File: src/hw/rtl/edme_pkg.sv
package edme_pkg;

   localparam int PINGS_PER_GROUP = 5;

   localparam int ECHO_W  = 16;
   localparam int ALPHA_W = 9;
   localparam int CM_W    = 10;
   localparam int SCALE_W = 12;
   localparam int DIST_W  = 18;
   localparam int PROD_W  = 28;
   localparam int MUL_A_W = 18;
   localparam int MUL_B_W = 16;
   localparam int ADDR_W  = 4;
   localparam int DATA_W  = 32;

   localparam int CNT_W = $clog2(PINGS_PER_GROUP + 1);
   localparam int IDX_W = (PINGS_PER_GROUP > 1) ? $clog2(PINGS_PER_GROUP) : 1;

   localparam logic [ALPHA_W-1:0] ALPHA_RESET = ALPHA_W'(51);
   localparam logic [CM_W-1:0]    MIN_RESET   = CM_W'(2);
   localparam logic [CM_W-1:0]    MAX_RESET   = CM_W'(400);
   localparam logic [SCALE_W-1:0] SCALE_RESET = SCALE_W'(1135);
   localparam logic [ALPHA_W-1:0] ALPHA_ONE   = ALPHA_W'(256);

   typedef enum logic [1:0] {
      REG_ALPHA = 2'd0,
      REG_MIN   = 2'd1,
      REG_MAX   = 2'd2,
      REG_SCALE = 2'd3
   } reg_index_type;

   typedef struct packed {
      logic [ALPHA_W-1:0] alpha_q8;
      logic [CM_W-1:0]    min_distance_cm;
      logic [CM_W-1:0]    max_distance_cm;
      logic [SCALE_W-1:0] cm_per_us_q16;
   } cfg_type;

   typedef enum logic [3:0] {
      ST_IDLE,
      ST_MUL,
      ST_CHECK,
      ST_INSERT,
      ST_COUNT,
      ST_MEDIAN,
      ST_MUL_NEW,
      ST_MUL_OLD,
      ST_SUM,
      ST_OUT
   } state_type;

endpackage

File: src/hw/rtl/edme_csr.sv
module edme_csr (
   input  logic                         clock,
   input  logic                         reset,
   input  logic                         csr_psel,
   input  logic                         csr_penable,
   input  logic                         csr_pwrite,
   input  logic [edme_pkg::ADDR_W-1:0]  csr_paddr,
   input  logic [edme_pkg::DATA_W-1:0]  csr_pwdata,
   output logic [edme_pkg::DATA_W-1:0]  csr_prdata,
   output logic                         csr_pready,
   output edme_pkg::cfg_type            cfg
);

   edme_pkg::cfg_type         cfg_ff;
   edme_pkg::cfg_type         cfg_in;
   edme_pkg::reg_index_type   reg_index;
   logic                      write_en;

   assign reg_index = edme_pkg::reg_index_type'(csr_paddr[3:2]);
   assign write_en  = csr_psel & csr_penable & csr_pwrite;
   assign csr_pready = 1'b1;
   assign cfg = cfg_ff;

   always_comb begin
      cfg_in = cfg_ff;
      if (write_en) begin
         case (reg_index)
            edme_pkg::REG_ALPHA: begin
               cfg_in.alpha_q8 = csr_pwdata[edme_pkg::ALPHA_W-1:0];
            end
            edme_pkg::REG_MIN: begin
               cfg_in.min_distance_cm = csr_pwdata[edme_pkg::CM_W-1:0];
            end
            edme_pkg::REG_MAX: begin
               cfg_in.max_distance_cm = csr_pwdata[edme_pkg::CM_W-1:0];
            end
            edme_pkg::REG_SCALE: begin
               cfg_in.cm_per_us_q16 = csr_pwdata[edme_pkg::SCALE_W-1:0];
            end
            default: begin
            end
         endcase
      end
   end

   always_comb begin
      case (reg_index)
         edme_pkg::REG_ALPHA: begin
            csr_prdata = edme_pkg::DATA_W'(cfg_ff.alpha_q8);
         end
         edme_pkg::REG_MIN: begin
            csr_prdata = edme_pkg::DATA_W'(cfg_ff.min_distance_cm);
         end
         edme_pkg::REG_MAX: begin
            csr_prdata = edme_pkg::DATA_W'(cfg_ff.max_distance_cm);
         end
         edme_pkg::REG_SCALE: begin
            csr_prdata = edme_pkg::DATA_W'(cfg_ff.cm_per_us_q16);
         end
         default: begin
            csr_prdata = '0;
         end
      endcase
   end

   always_ff @(posedge clock) begin
      if (reset) begin
         cfg_ff.alpha_q8        <= edme_pkg::ALPHA_RESET;
         cfg_ff.min_distance_cm <= edme_pkg::MIN_RESET;
         cfg_ff.max_distance_cm <= edme_pkg::MAX_RESET;
         cfg_ff.cm_per_us_q16   <= edme_pkg::SCALE_RESET;
      end else begin
         cfg_ff <= cfg_in;
      end
   end

endmodule

File: src/hw/rtl/echo_distance_median_ema_core.sv
// Channel  Direction  Transfer when        Payload
// req      in         req_valid&req_ready  req_echo_us
// rsp      out        rsp_valid&rsp_ready  rsp_filtered_distance, rsp_no_valid
// csr      in/out     psel&penable&pwrite  csr_paddr, csr_pwdata, csr_prdata
//
// A timeout ping skips to the group count; others pass the multiplier and the window
// check, and a kept one is inserted into the sorted sample file, moving one entry per
// cycle. The last ping of a group with kept pings adds the median read and, unless the
// filter is zero, two passes through the shared 18x16 multiplier. Synchronous reset
// restores register defaults and clears the counts and the filter. req_ready is low
// while a ping is in work and while a finished group waits for a full output register.
module echo_distance_median_ema_core (
   input  logic                                clock,
   input  logic                                reset,
   input  logic                                req_valid,
   output logic                                req_ready,
   input  logic [edme_pkg::ECHO_W-1:0]         req_echo_us,
   output logic                                rsp_valid,
   input  logic                                rsp_ready,
   output logic [edme_pkg::DIST_W-1:0]         rsp_filtered_distance,
   output logic                                rsp_no_valid,
   input  logic                                csr_psel,
   input  logic                                csr_penable,
   input  logic                                csr_pwrite,
   input  logic [edme_pkg::ADDR_W-1:0]         csr_paddr,
   input  logic [edme_pkg::DATA_W-1:0]         csr_pwdata,
   output logic [edme_pkg::DATA_W-1:0]         csr_prdata,
   output logic                                csr_pready
);

   localparam int P     = edme_pkg::PINGS_PER_GROUP;
   localparam int CNT_W = edme_pkg::CNT_W;
   localparam int IDX_W = edme_pkg::IDX_W;
   localparam int DW    = edme_pkg::DIST_W;
   localparam int PW    = edme_pkg::PROD_W;

   edme_pkg::cfg_type     cfg;
   edme_pkg::state_type   state_ff, state_in;

   logic [edme_pkg::ECHO_W-1:0]  echo_ff, echo_in;
   logic [PW-1:0]                prod_ff, prod_in;
   logic [PW-1:0]                acc_ff, acc_in;
   logic [DW-1:0]                val_ff, val_in;
   logic [DW-1:0]                med_ff, med_in;
   logic [DW-1:0]                filt_ff, filt_in;
   logic [CNT_W-1:0]             kept_cnt_ff, kept_cnt_in;
   logic [CNT_W-1:0]             ping_cnt_ff, ping_cnt_in;
   logic [CNT_W-1:0]             pos_ff, pos_in;
   logic                         nv_ff, nv_in;
   logic                         rsp_valid_ff, rsp_valid_in;
   logic [DW-1:0]                rsp_dist_ff, rsp_dist_in;
   logic                         rsp_nv_ff, rsp_nv_in;

   logic [DW-1:0]                samples_ff [P];
   logic                         wr_en;
   logic [IDX_W-1:0]             wr_idx;
   logic [DW-1:0]                wr_data;
   logic [IDX_W-1:0]             rd_idx;
   logic [DW-1:0]                rd_data;

   logic [edme_pkg::MUL_A_W-1:0] mul_a;
   logic [edme_pkg::MUL_B_W-1:0] mul_b;
   logic [edme_pkg::MUL_A_W+edme_pkg::MUL_B_W-1:0] mul_p;

   logic [edme_pkg::ALPHA_W-1:0] alpha_sat;
   logic [edme_pkg::ALPHA_W-1:0] alpha_inv;
   logic [PW-9:0]                range_q8;
   logic [PW-9:0]                lo_lim, hi_lim;
   logic [PW-1:0]                sum;
   logic                         out_free;

   edme_csr u_csr (
      .clock       (clock),
      .reset       (reset),
      .csr_psel    (csr_psel),
      .csr_penable (csr_penable),
      .csr_pwrite  (csr_pwrite),
      .csr_paddr   (csr_paddr),
      .csr_pwdata  (csr_pwdata),
      .csr_prdata  (csr_prdata),
      .csr_pready  (csr_pready),
      .cfg         (cfg)
   );

   assign alpha_sat = (cfg.alpha_q8 > edme_pkg::ALPHA_ONE) ? edme_pkg::ALPHA_ONE
                                                            : cfg.alpha_q8;
   assign alpha_inv = edme_pkg::ALPHA_ONE - alpha_sat;

   assign range_q8 = prod_ff[PW-1:8];
   assign lo_lim   = (PW-8)'({cfg.min_distance_cm, 8'd0});
   assign hi_lim   = (PW-8)'({cfg.max_distance_cm, 8'd0});
   assign sum      = acc_ff + prod_ff;

   assign mul_p   = mul_a * mul_b;
   assign rd_data = samples_ff[rd_idx];

   assign out_free = !rsp_valid_ff || rsp_ready;

   assign req_ready             = (state_ff == edme_pkg::ST_IDLE);
   assign rsp_valid             = rsp_valid_ff;
   assign rsp_filtered_distance = rsp_dist_ff;
   assign rsp_no_valid          = rsp_nv_ff;

   always_comb begin
      state_in     = state_ff;
      echo_in      = echo_ff;
      prod_in      = prod_ff;
      acc_in       = acc_ff;
      val_in       = val_ff;
      med_in       = med_ff;
      filt_in      = filt_ff;
      kept_cnt_in  = kept_cnt_ff;
      ping_cnt_in  = ping_cnt_ff;
      pos_in       = pos_ff;
      nv_in        = nv_ff;
      rsp_valid_in = rsp_valid_ff && !rsp_ready;
      rsp_dist_in  = rsp_dist_ff;
      rsp_nv_in    = rsp_nv_ff;
      wr_en        = 1'b0;
      wr_idx       = IDX_W'(pos_ff);
      wr_data      = val_ff;
      rd_idx       = IDX_W'(pos_ff - CNT_W'(1));
      mul_a        = edme_pkg::MUL_A_W'(cfg.cm_per_us_q16);
      mul_b        = echo_ff;

      case (state_ff)
         edme_pkg::ST_IDLE: begin
            if (req_valid) begin
               echo_in  = req_echo_us;
               state_in = (req_echo_us == '0) ? edme_pkg::ST_COUNT : edme_pkg::ST_MUL;
            end
         end
         edme_pkg::ST_MUL: begin
            prod_in  = PW'(mul_p);
            state_in = edme_pkg::ST_CHECK;
         end
         edme_pkg::ST_CHECK: begin
            state_in = edme_pkg::ST_COUNT;
            if (range_q8 >= lo_lim && range_q8 <= hi_lim && kept_cnt_ff < CNT_W'(P)) begin
               val_in   = range_q8[DW-1:0];
               pos_in   = kept_cnt_ff;
               state_in = edme_pkg::ST_INSERT;
            end
         end
         edme_pkg::ST_INSERT: begin
            wr_en = 1'b1;
            if (pos_ff != '0 && rd_data > val_ff) begin
               wr_data = rd_data;
               pos_in  = pos_ff - CNT_W'(1);
            end else begin
               kept_cnt_in = kept_cnt_ff + CNT_W'(1);
               state_in    = edme_pkg::ST_COUNT;
            end
         end
         edme_pkg::ST_COUNT: begin
            if (ping_cnt_ff + CNT_W'(1) < CNT_W'(P)) begin
               ping_cnt_in = ping_cnt_ff + CNT_W'(1);
               state_in    = edme_pkg::ST_IDLE;
            end else begin
               nv_in    = (kept_cnt_ff == '0);
               state_in = (kept_cnt_ff == '0) ? edme_pkg::ST_OUT : edme_pkg::ST_MEDIAN;
            end
         end
         edme_pkg::ST_MEDIAN: begin
            rd_idx = IDX_W'(kept_cnt_ff >> 1);
            med_in = rd_data;
            if (filt_ff == '0) begin
               filt_in  = rd_data;
               state_in = edme_pkg::ST_OUT;
            end else begin
               state_in = edme_pkg::ST_MUL_NEW;
            end
         end
         edme_pkg::ST_MUL_NEW: begin
            mul_a    = med_ff;
            mul_b    = edme_pkg::MUL_B_W'(alpha_sat);
            prod_in  = PW'(mul_p);
            state_in = edme_pkg::ST_MUL_OLD;
         end
         edme_pkg::ST_MUL_OLD: begin
            mul_a    = filt_ff;
            mul_b    = edme_pkg::MUL_B_W'(alpha_inv);
            acc_in   = prod_ff + PW'(128);
            prod_in  = PW'(mul_p);
            state_in = edme_pkg::ST_SUM;
         end
         edme_pkg::ST_SUM: begin
            filt_in  = sum[DW+7:8];
            state_in = edme_pkg::ST_OUT;
         end
         edme_pkg::ST_OUT: begin
            if (out_free) begin
               rsp_valid_in = 1'b1;
               rsp_dist_in  = filt_ff;
               rsp_nv_in    = nv_ff;
               ping_cnt_in  = '0;
               kept_cnt_in  = '0;
               state_in     = edme_pkg::ST_IDLE;
            end
         end
         default: begin
            state_in = edme_pkg::ST_IDLE;
         end
      endcase
   end

   always_ff @(posedge clock) begin
      if (reset) begin
         state_ff <= edme_pkg::ST_IDLE;
      end else begin
         state_ff <= state_in;
      end
   end

   always_ff @(posedge clock) begin
      if (reset) begin
         kept_cnt_ff  <= '0;
         ping_cnt_ff  <= '0;
         filt_ff      <= '0;
         rsp_valid_ff <= 1'b0;
      end else begin
         kept_cnt_ff  <= kept_cnt_in;
         ping_cnt_ff  <= ping_cnt_in;
         filt_ff      <= filt_in;
         rsp_valid_ff <= rsp_valid_in;
      end
   end

   always_ff @(posedge clock) begin
      echo_ff     <= echo_in;
      prod_ff     <= prod_in;
      acc_ff      <= acc_in;
      val_ff      <= val_in;
      med_ff      <= med_in;
      pos_ff      <= pos_in;
      nv_ff       <= nv_in;
      rsp_dist_ff <= rsp_dist_in;
      rsp_nv_ff   <= rsp_nv_in;
   end

   always_ff @(posedge clock) begin
      if (wr_en) begin
         samples_ff[wr_idx] <= wr_data;
      end
   end

endmodule

File: config.mk
export PLATFORM = sky130hd
export DESIGN_NAME = echo_distance_median_ema_core
export DESIGN_NICKNAME = d
export VERILOG_FILES = /design/src/hw/rtl/edme_pkg.sv /design/src/hw/rtl/edme_csr.sv /design/src/hw/rtl/echo_distance_median_ema_core.sv
export SDC_FILE = /design/constraint.sdc
export NUM_CORES = 1
export LEC_CHECK = 0
export ABC_AREA = 1
export BUFFER_PORTS_ARGS = -buffer_cell sky130_fd_sc_hd__buf_2
export CORE_ASPECT_RATIO = 1.75
export CORE_UTILIZATION = 40
export CTS_CLUSTER_SIZE = 14
export DETAILED_ROUTE_END_ITERATION = 6
export SLEW_MARGIN = 20
export SYNTH_ARGS = -nofsm -noshare
export SYNTH_HDL_FRONTEND = slang
export SYNTH_SLANG_ARGS = --single-unit
File: constraint.sdc
create_clock -name clock -period 7 [get_ports clock]
set_input_delay 0.35 -clock clock [delete_from_list [all_inputs] [get_ports clock]]
set_output_delay 0.35 -clock clock [all_outputs]
set_load 0.005 [all_outputs]
# Word-level counts from Yosys, hierarchy flattened
# Memory sizes are Yosys's and may differ from the RTL's.
# Index checks and enable logic that the tools add are counted.
# classes
n_addsub,6
eq_ne,19
order_cmp,6
n_mux,31
multipliers,1
reduce_logical,31
bitwise,3
# op_table
cell,count
$pmux 32 s4,1
$pmux 18 s2,2
$mux 18,3
$pmux 4 s10,1
$pmux 16 s2,1
$mul 18x16->28,1
$add 26x26->26,1
$add 26x8->26 const B,1
$mux 3,8
$mux 4,6
$ge 20x18->1,1
$le 20x18->1,1
$gt 18x18->1,1
$logic_not 18->1,1
$pmux 3 s2,3
$reduce_and 2->1,9
$eq 4x3->1 const B,4
$logic_not 16->1,1
$ne 2x2->1 const B,7
$reduce_and 3->1,4
$gt 9x9->1 const B,1
$mux 9,1
$sub 9x9->9 const A,1
$eq 4x2->1 const B,2
19 further kinds,35
# word_totals
ram_bits,90
memories,1
word_cells,116
input_bits,59
regBits,199
output_inout_bits,54
# mem_list
name,depth,width,read_ports,rd_ports_with_merged_regs,wr,line_no,text
samples_ff,5,18,1,0,1,echo_distance_median_ema_core.sv:54,logic [DW-1:0] samples_ff [P];

# Depth between registers and ports, before layout
# Gate-level depths: netlist (run 1).
# An unclocked memory read counts as a cell.
# depth
depth_word,7
mapped_depth,34
mapped_depth_nobuf,33

# Cells and area by module
# From an unflattened synthesis (run 1), not the netlist that was laid out.
# hier_totals
hier_cells,2888
hier_area_um2,24130.6
# modules_own_cells
module,area_per_inst_um2,seq_area_each_um2,instances,cells_each
echo_distance_median_ema_core,22071.2,7156.9,1,2577
edme_csr,2059.5,820.8,1,311

# Worst setup path after synthesis (run 1)
# OpenSTA, ideal clock, no wires.
# synth_timing
kind,reg2reg
start,reg u_csr.cfg_ff (netlist bit u_csr.cfg[40])
end,reg prod_ff[25] (data pin)
path_buffers,1
required_time_ns,6.747
setup_time_ns,0.253
period_less_slack_ns,6.669
path_stages_with_launch,32
t_arrival_ns,6.417
path_slack_ns,0.331
path_cell_list,dfxtp_1 -> inv_1 -> nand2_1 -> ha_1 -> nand3_1 -> nor2_1 -> nand2_1 -> xor2_1 -> nand2_1 -> o21ai_1 -> inv_1 -> buf_2 -> nand2_1 -> fa_1 -> inv_1 -> fa_1 -> inv_1 -> fa_1 -> inv_1 -> fa_1 -> fa_1 -> inv_1 -> fa_1 -> inv_1 -> ha_1 -> nand2_1 -> nor2_1 -> inv_1 -> nor3_1 -> or3b_2 -> nand4_1 -> nand2_1
# synth_via
elab_chain_len,5
# synth_lines
item,line_no,text
from (decl),edme_csr.sv:14,edme_pkg::cfg_type cfg_ff;
from (signal assigned),edme_csr.sv:73,cfg_ff <= cfg_in;
$gt 9x9->1,echo_distance_median_ema_core.sv:85,assign alpha_sat = (cfg.alpha_q8 > edme_pkg::ALPHA_ONE) ? edme_pkg::ALPHA_ONE
$mux 9 (*),echo_distance_median_ema_core.sv:85,
$sub 9x9->9,echo_distance_median_ema_core.sv:87,assign alpha_inv = edme_pkg::ALPHA_ONE - alpha_sat;
$pmux 16 s2 (*),echo_distance_median_ema_core.sv:126,case (state_ff)
$mul 18x16->28 (*),echo_distance_median_ema_core.sv:94,assign mul_p = mul_a * mul_b;
via mul_p (one bit),echo_distance_median_ema_core.sv:63,logic [edme_pkg::MUL_A_W+edme_pkg::MUL_B_W-1:0] mul_p;
to (signal assigned),echo_distance_median_ema_core.sv:231,prod_ff <= prod_in;
to (decl),echo_distance_median_ema_core.sv:41,"logic [PW-1:0] prod_ff, prod_in;"
# The timed path passes the listed nets; every way through them passes the cells marked *.
# A chain may end at the register's enable or synchronous reset.

# Worst setup path in the final report (run 1)
# layout_timing
start,reg state_ff[2]
end,reg prod_ff[25] (data pin)
# layout_via
elab_chain_len,3
elab_cells_between_ends,5
classes_between,1 x mul; 2 x eq/ne; 2 x mux
# layout_lines
item,line_no,text
from (decl),echo_distance_median_ema_core.sv:38,"edme_pkg::state_type state_ff, state_in;"
from (signal assigned),echo_distance_median_ema_core.sv:209,state_ff <= edme_pkg::ST_IDLE;
from (signal assigned),echo_distance_median_ema_core.sv:211,state_ff <= state_in;
$eq 4x3->1,echo_distance_median_ema_core.sv:126,
$pmux 18 s2 or $pmux 16 s2 (tied branches),echo_distance_median_ema_core.sv:126,
$mul 18x16->28 (*),echo_distance_median_ema_core.sv:94,
via mul_p (one bit),echo_distance_median_ema_core.sv:63,
# Marks and branches as above.

==> results.py, run 1 <==
metrics = {
    "status": {
        "status": "completed",
    },
    "place": {
        "place_congestion": 0.9213,
        "portBuffers": 69,
        "dpl.hpwl_mm": 59.23,
    },
    "sta": {
        "setup_skew_after_layout_ps": 22.81,
        "final.setup.tns_ps": 0,
        "hold_violations": 0,
        "timing.final.setup_violations": 0,
        "finalCriticalPeriod_ps": 6803,
        "max_slew.worst_pin.slew_ps": 1023,
        "timing.slew.headroom_pct": 31.58,
        "maxClockFrequency_mhz": 147.0,
        "timing_max_transition_violations_final": 0,
        "final.period_utilization_pct": 97.18,
    },
    "floorplanning": {
        "die_h_um": 326.5,
        "dieArea_um2": 61210,
        "start_util_pct": 40.56,
        "die_x_um": 187.4,
        "design.portCount": 113,
        "core_box_area_um2": 59350,
        "floorplan.rows": 118,
    },
    "grt": {
        "maximum_number_of_pins_on_one_net_before_global_route_repair": 47,
        "grt_antenna_before_repair": 1,
        "globalRouteTotalUtil_pct": 23.97,
        "grt_remaining_overflow": 0,
        "first_global_vias": 19710,
        "grt_first_pass_wirelength_mm": 110.5,
    },
    "setup_path": {
        "critical_path_class": "register to register",
        "slowest_delay_ps": 590,
        "crit_reg_reg_startpoint": "state_ff[2]",
        "timing.rr.end": "prod_ff[25]",
        "critical_path.endpoint_type": "register",
        "crit_path_top_delay_cell": "fa_2",
        "critical_path.max_fanout": 12,
        "start_kind": "register",
        "timing.critical_path.required_ps": 7330,
        "crit_top_cell": "inv_1",
        "ff2ff_path_depth": 28,
        "setup.reg_to_reg.worst_slack_ps": 200,
        "arrival_ps": 7130,
    },
    "flow_run": {
        "cap_violations": 0,
    },
    "layout": {
        "antenna_cells_inserted": 0,
        "areaGrowthSynthToFinish_pct": 12.77,
        "post_route_cells_drive_above_1_share_pct": 10.52,
        "num-fill-cells": 5926,
        "nets": 3481,
    },
    "yosys": {
        "async_flop_share_pct": 0,
        "yosys.area.top_type": "edfxtp_1",
        "primary_ff_master_synth": "edfxtp_1",
        "synth-edff-count": 219,
        "yosys.area.top_type_share_pct": 27.32,
        "synth.distinct_cells": 56,
        "synth_seq_cells": 289,
        "synth_area_um2": 24070,
        "syn_area_per_cell_um2": 8.310,
        "ys.warnings.count": 0,
        "seq_area_frac_synth_pct": 33.14,
        "synthCells": 2897,
        "top_area_cells_in_the_synthesized_netlist": "edfxtp_1 27%, fa_1 17%, nand2_1 11%",
    },
    "clock_network": {
        "cts-root-buf": "clkbuf_16",
        "clk-insertion-delay-late_ps": 580,
        "maximum_level_of_the_cts_h_tree": 1,
        "clk_pin_slew_worst_paths_ps": 70,
        "tritoncts.num_buffers": 27,
        "tritoncts_clock_tree": "built",
        "clk_path_buf_depth": 3,
        "cts.sinks": 289,
    },
    "drt": {
        "drtIter0Drc": 1056,
        "firstDrtPassIters": 5,
        "postRouteAntennaNets": 0,
        "detailroute.via_count": 19250,
        "drt-met1-wl_mm": 24.05,
        "maxUsedRoutingLayer": "met4",
        "route.final.wire_length_mm": 72.20,
        "average_wire_length_per_cell_after_detail_routing_um": 18.66,
        "remaining_drc_errors": 0,
        "met2_wirelength_mm": 39.63,
        "routed-wl-met3_mm": 2.127,
        "detailed_route_vias_per_instance": 4.978,
    },
    "worst_hold_path": {
        "timing.hold.worst_endpoint": "u_csr.cfg[33]",
        "worstHoldPathType": "input port to register",
        "hold_path_depth": 3,
        "worstHoldStart": "csr_pwdata[1]",
    },
}
[Yosys cell counts, types with 4 or more instances]
library cell / count
a21o_1: 4
a21oi_1: 108
and2_1: 16
buf_2: 28
buf_4: 25
clkbuf_1: 26
dfxtp_1: 70
edfxtp_1: 219
fa_1: 209
ha_1: 146
inv_1: 648
inv_2: 16
nand2_1: 680
nand2_2: 5
nand3_1: 193
nand4_1: 28
nor2_1: 221
nor3_1: 14
o2111ai_1: 7
o211ai_1: 14
o21ai_0: 76
o21ai_1: 7
o21bai_1: 4
o221ai_2: 9
o22ai_2: 6
or2_1: 5
or2_2: 12
xnor2_1: 21
xor2_1: 35
[per-stage QoR]
| step | hold WS (ps) | utilization (%) | instances | cell area, um^2 | worst slack, ps |
|---|---|---|---|---|---|
| floorplan | 400.3 | - | 2937 | 24220 | 330.6 |
| global placement | 451.7 | 43.44 | 3786 | 25780 | 147.5 |
| detailed placement | 449.1 | 43.44 | 3786 | 25780 | 120.8 |
| CTS | 25.39 | 45.17 | 3853 | 26810 | 65.25 |
| global route | 54.76 | 45.74 | 3868 | 27150 | -3.660 |
| finish | 40.40 | 45.74 | 3868 | 27150 | 197.3 |
[kinds of logic (layout without fill, tap and decap cells)]
kind of cell	Yosys count	count (layout)	share of synthesized area, %
and+or+nand+nor	1188	1188	20.75
buffers and inverters	750	901	12.31
adders and majority gates	355	355	24.97
DFF	289	289	33.14
AOI/OAI and AO/OA	257	257	6.762
xor gates and xnor gates	56	56	2.037
other	2	42	0.03120
[how the worst max path moves through the flow]
stage	start	to	slack, ps	cells after the start
5_1_grt	state_ff[2]	prod_ff[27]	-4	31
3_3_place_gp	state_ff[2]	prod_ff[19]	150	27
4_1_cts	state_ff[2]	prod_ff[22]	70	32
6_report	state_ff[2]	prod_ff[25]	200	28
3_5_place_dp	state_ff[2]	prod_ff[25]	120	29
2_1_floorplan	u_csr.cfg[40]	prod_ff[25]	330	31
[sequential cells by signal, indices dropped and copies added, names as in the netlist]
| register | flops |
|---|---|
| samples_ff | 90 |
| rsp_valid | 1 |
| kept_cnt_ff | 3 |
| nv_ff | 1 |
| u_csr.cfg | 41 |
| pos_ff | 3 |
| ping_cnt_ff | 3 |
| val_ff | 18 |
| rsp_no_valid | 1 |
| rsp_filtered_distance | 18 |
| state_ff | 4 |
| filt_ff | 18 |
| echo_ff | 16 |
| med_ff | 18 |
| acc_ff | 26 |
| prod_ff | 28 |
[final cells by class]
type	instances	area, um^2	area share (%)
inverters	668	2524	9.296
multi-input cells	1898	13480	49.64
clock buffers	39	752.0	2.770
flip-flops and latches	289	7984	29.41
well taps	780	975.9	3.595
repair buffers	183	1331	4.904
clock inverters	11	103.9	0.3825
[per-layer routing]
layer  GRT usage, %  vias up
met4          18.70        0
met1          23.56     9225
met5              0        -
met3          1.536      239
met2          46.19      514
li1               -     9276
[worst max-delay path, delay by kind of cell, from the launching register on]
| kind | cells | cell delay, ps |
|---|---|---|
| flip-flops | 1 | 370 |
| AND/OR/NAND/NOR | 10 | 1350 |
| buffers and inverters | 10 | 1000 |
| AO/OA/AOI/OAI | 1 | 190 |
| adder cells (fa/ha/maj) | 7 | 3610 |
[layout by cell type, fill, tap and decap left out, types with 21 or more instances in the layout]
cell type and count:
a21oi_1 104, buf_2 69, buf_4 88, clkbuf_16 29
conb_1 42, dfxtp_1 67, edfxtp_1 219, fa_1 204
ha_1 142, inv_1 641, nand2_1 677, nand3_1 192
nand4_1 28, nor2_1 212, o21ai_0 70, xnor2_1 21
xor2_1 35
[timing repair]
action,in CTS,in global routing
endpoints found under the hold margin,17,0
setup endpoints to repair,0,15
hold buffers,17,0
gates resized for setup,0,67
setup buffers,0,14
Power of run 1 is not shown: default switching activity piles up to over one toggle a cycle in this logic, so the estimate is an artifact.
==> run 2, diff against run 1 <==
--- a/config.mk
+++ b/config.mk
@@ -11,6 +11,7 @@
 export CORE_UTILIZATION = 40
 export CTS_CLUSTER_SIZE = 14
 export DETAILED_ROUTE_END_ITERATION = 6
+export SKIP_CTS_REPAIR_TIMING = 1
 export SLEW_MARGIN = 20
 export SYNTH_ARGS = -nofsm -noshare
 export SYNTH_HDL_FRONTEND = slang
==> constraint.sdc (replaced) <==
create_clock -name clock -period 5.51 [get_ports clock]
set_input_delay 1.102 -clock clock [delete_from_list [all_inputs] [get_ports clock]]
set_output_delay 1.102 -clock clock [all_outputs]
set_load 0.005 [all_outputs]
==> run 2 against run 1 <==
The flow now finishes with violations (negative setup slack). First-iteration DRC count rose by 4.5%. Design area is 9.4% higher. Die area stayed put. Cell count up 4.3%. Core utilization up 4.3 points. Maximum frequency grew 4.7%. Sequential cell count unchanged. Via count up 5.6%. Critical path depth is the same. Critical endpoint unchanged. Largest cell class unchanged. Highest routed layer unchanged.
==> results.py, run 2 (synthesized netlist as in run 1, its figures left out) <==
metrics = {
    "status": {
        "status": "finished with violations",
        "failed_checks": "negative setup slack",
    },
    "layout": {
        "layout.area.seq_um2": 7981,
        "most-common-layout-cells": "641 x nand2_1, 601 x inv_1, 227 x buf_4",
        "layout.cells.most_common": "nand2_1",
        "areaGrowthSynthToFinish_pct": 23.39,
        "largest_reg_flops": 90,
        "nets": 3646,
        "num-fill-cells": 5618,
        "area_occupied_by_multi_input_gates_um2": 14470,
        "post_route_cells_drive_above_1_share_pct": 20.77,
        "registers.top_by_ff_count": "samples_ff",
    },
    "drt": {
        "drt-met1-wl_mm": 25.02,
        "route.final.wire_length_mm": 77.12,
        "firstDrtPassIters": 5,
        "detailed_route_vias_per_instance": 5.036,
        "detailroute.via_count": 20330,
        "met2_wirelength_mm": 41.94,
        "maxUsedRoutingLayer": "met4",
        "remaining_drc_errors": 0,
        "drtIter0Drc": 1103,
        "routed-wl-met3_mm": 2.740,
        "postRouteAntennaNets": 0,
        "average_wire_length_per_cell_after_detail_routing_um": 19.11,
    },
    "worst_hold_path": {
        "worstHoldStart": "nv_ff",
        "worstHoldPathType": "register to register",
        "timing.hold.worst_endpoint": "rsp_no_valid",
        "hold_path_depth": 0,
    },
    "grt": {
        "maximum_number_of_pins_on_one_net_before_global_route_repair": 47,
        "first_global_vias": 20980,
        "grt_first_pass_wirelength_mm": 115.7,
        "grt_antenna_before_repair": 1,
        "globalRouteTotalUtil_pct": 25.06,
        "grt_remaining_overflow": 0,
    },
    "clock_network": {
        "tritoncts.num_buffers": 29,
        "clk_pin_slew_worst_paths_ps": 70,
        "clk-insertion-delay-late_ps": 600,
        "cts.sinks": 289,
        "cts-root-buf": "clkbuf_16",
        "clk_path_buf_depth": 3,
        "maximum_level_of_the_cts_h_tree": 1,
        "tritoncts_clock_tree": "built",
    },
    "floorplanning": {
        "die_h_um": 326.5,
        "floorplan.rows": 118,
        "core_box_area_um2": 59350,
        "die_x_um": 187.4,
        "dieArea_um2": 61210,
        "start_util_pct": 40.56,
        "design.portCount": 113,
    },
    "sta": {
        "timing.final.setup_violations": 21,
        "final.period_utilization_pct": 117.9,
        "setup_skew_after_layout_ps": 15.77,
        "final.setup.worst_slack_ps": -984.8,
        "hold_violations": 0,
        "unrepaired_setup_endpoints_after_global_routing": "yes",
        "timing.slew.headroom_pct": 33.58,
        "timing.hold.ws_ps": 444.3,
        "maxClockFrequency_mhz": 154.0,
        "timing_max_transition_violations_final": 0,
        "finalCriticalPeriod_ps": 6495,
        "max_slew.worst_pin.slew_ps": 993.0,
    },
    "setup_path": {
        "critical_path_class": "register to register",
        "critical_path.endpoint_type": "register",
        "arrival_ps": 6850,
        "timing.rr.end": "prod_ff[25]",
        "ff2ff_path_depth": 28,
        "critical_path.max_fanout": 8,
        "start_kind": "register",
        "crit_top_cell": "fa_1",
        "timing.critical_path.required_ps": 5870,
        "crit_path_top_delay_cell": "fa_1",
        "setup.reg_to_reg.worst_slack_ps": -980,
        "slowest_delay_ps": 560,
        "crit_path_start": "state_ff[2]",
        "crit_reg_reg_startpoint": "state_ff[2]",
    },
    "flow_run": {
        "cap_violations": 0,
    },
    "place": {
        "dpl.hpwl_mm": 63.26,
        "place_congestion": 0.9608,
        "portBuffers": 69,
    },
}
-- run 2: cell count changes in the layout (fill, tap and decap cells not counted), moves of 12 or more --
| cell | previous run | this run |
|---|---|---|
| nor2_1 | 212 | 195 |
| buf_6 | 4 | 38 |
| a21oi_1 | 104 | 91 |
| ha_4 | 2 | 26 |
| nand2_1 | 677 | 641 |
| buf_4 | 88 | 227 |
| ha_1 | 142 | 119 |
| nand2_2 | 8 | 32 |
| inv_2 | 20 | 47 |
| inv_1 | 641 | 601 |
| nand2_4 | 0 | 12 |
| dlygate4sd3_1 | 17 | 0 |
-- run 2: worst max-delay path by stage --
stage                  end  slack, ps  cells past startpoint
2_1_floorplan  prod_ff[25]       -680                     30
3_3_place_gp   prod_ff[22]      -1020                     29
3_5_place_dp   prod_ff[22]      -1130                     31
4_1_cts        prod_ff[22]      -1170                     31
5_1_grt        prod_ff[27]      -1300                     29
6_report       prod_ff[25]       -980                     28
-- run 2: layout make-up --
type / count / area share [%]
multi-input cells: 1898 / 48.72
flip-flops and latches: 289 / 26.87
repair buffers: 346 / 9.115
inverters: 668 / 8.660
well taps: 780 / 3.286
clock buffers: 37 / 2.679
clock inverters: 17 / 0.6571
diodes: 1 / 0.008425
-- run 2: routing by layer --
metal | global-route usage, % | up-vias
li1 | - | 9617
met1 | 23.75 | 9824
met2 | 47.90 | 615
met3 | 2.267 | 271
met4 | 21.56 | 0
met5 | 0 | -
-- run 2: worst max-delay path, delay by kind of cell, from the launching register on --
kind                       cells  cell delay [ps]
and+or+nand+nor                9             1180
AOI/OAI and AO/OA              1              220
buffers and inverters         11              940
adders and majority gates      7             3540
DFF                            1              350
-- run 2: stage by stage --
step / utilization [%] / instance area [um^2] / setup TNS [ps] / worst slack (ps) / cells
finish: 50.05 / 29700 / -16880 / -984.8 / 4036
global route: 50.05 / 29700 / -22110 / -1296 / 4036
CTS: 47.87 / 28410 / -21270 / -1174 / 4000
detailed placement: 46.20 / 27420 / -20280 / -1129 / 3946
global placement: 46.20 / 27420 / -18240 / -1021 / 3946
floorplan: - / 24640 / -8898 / -679.1 / 2937
Power of run 2 is left out for the same reason.
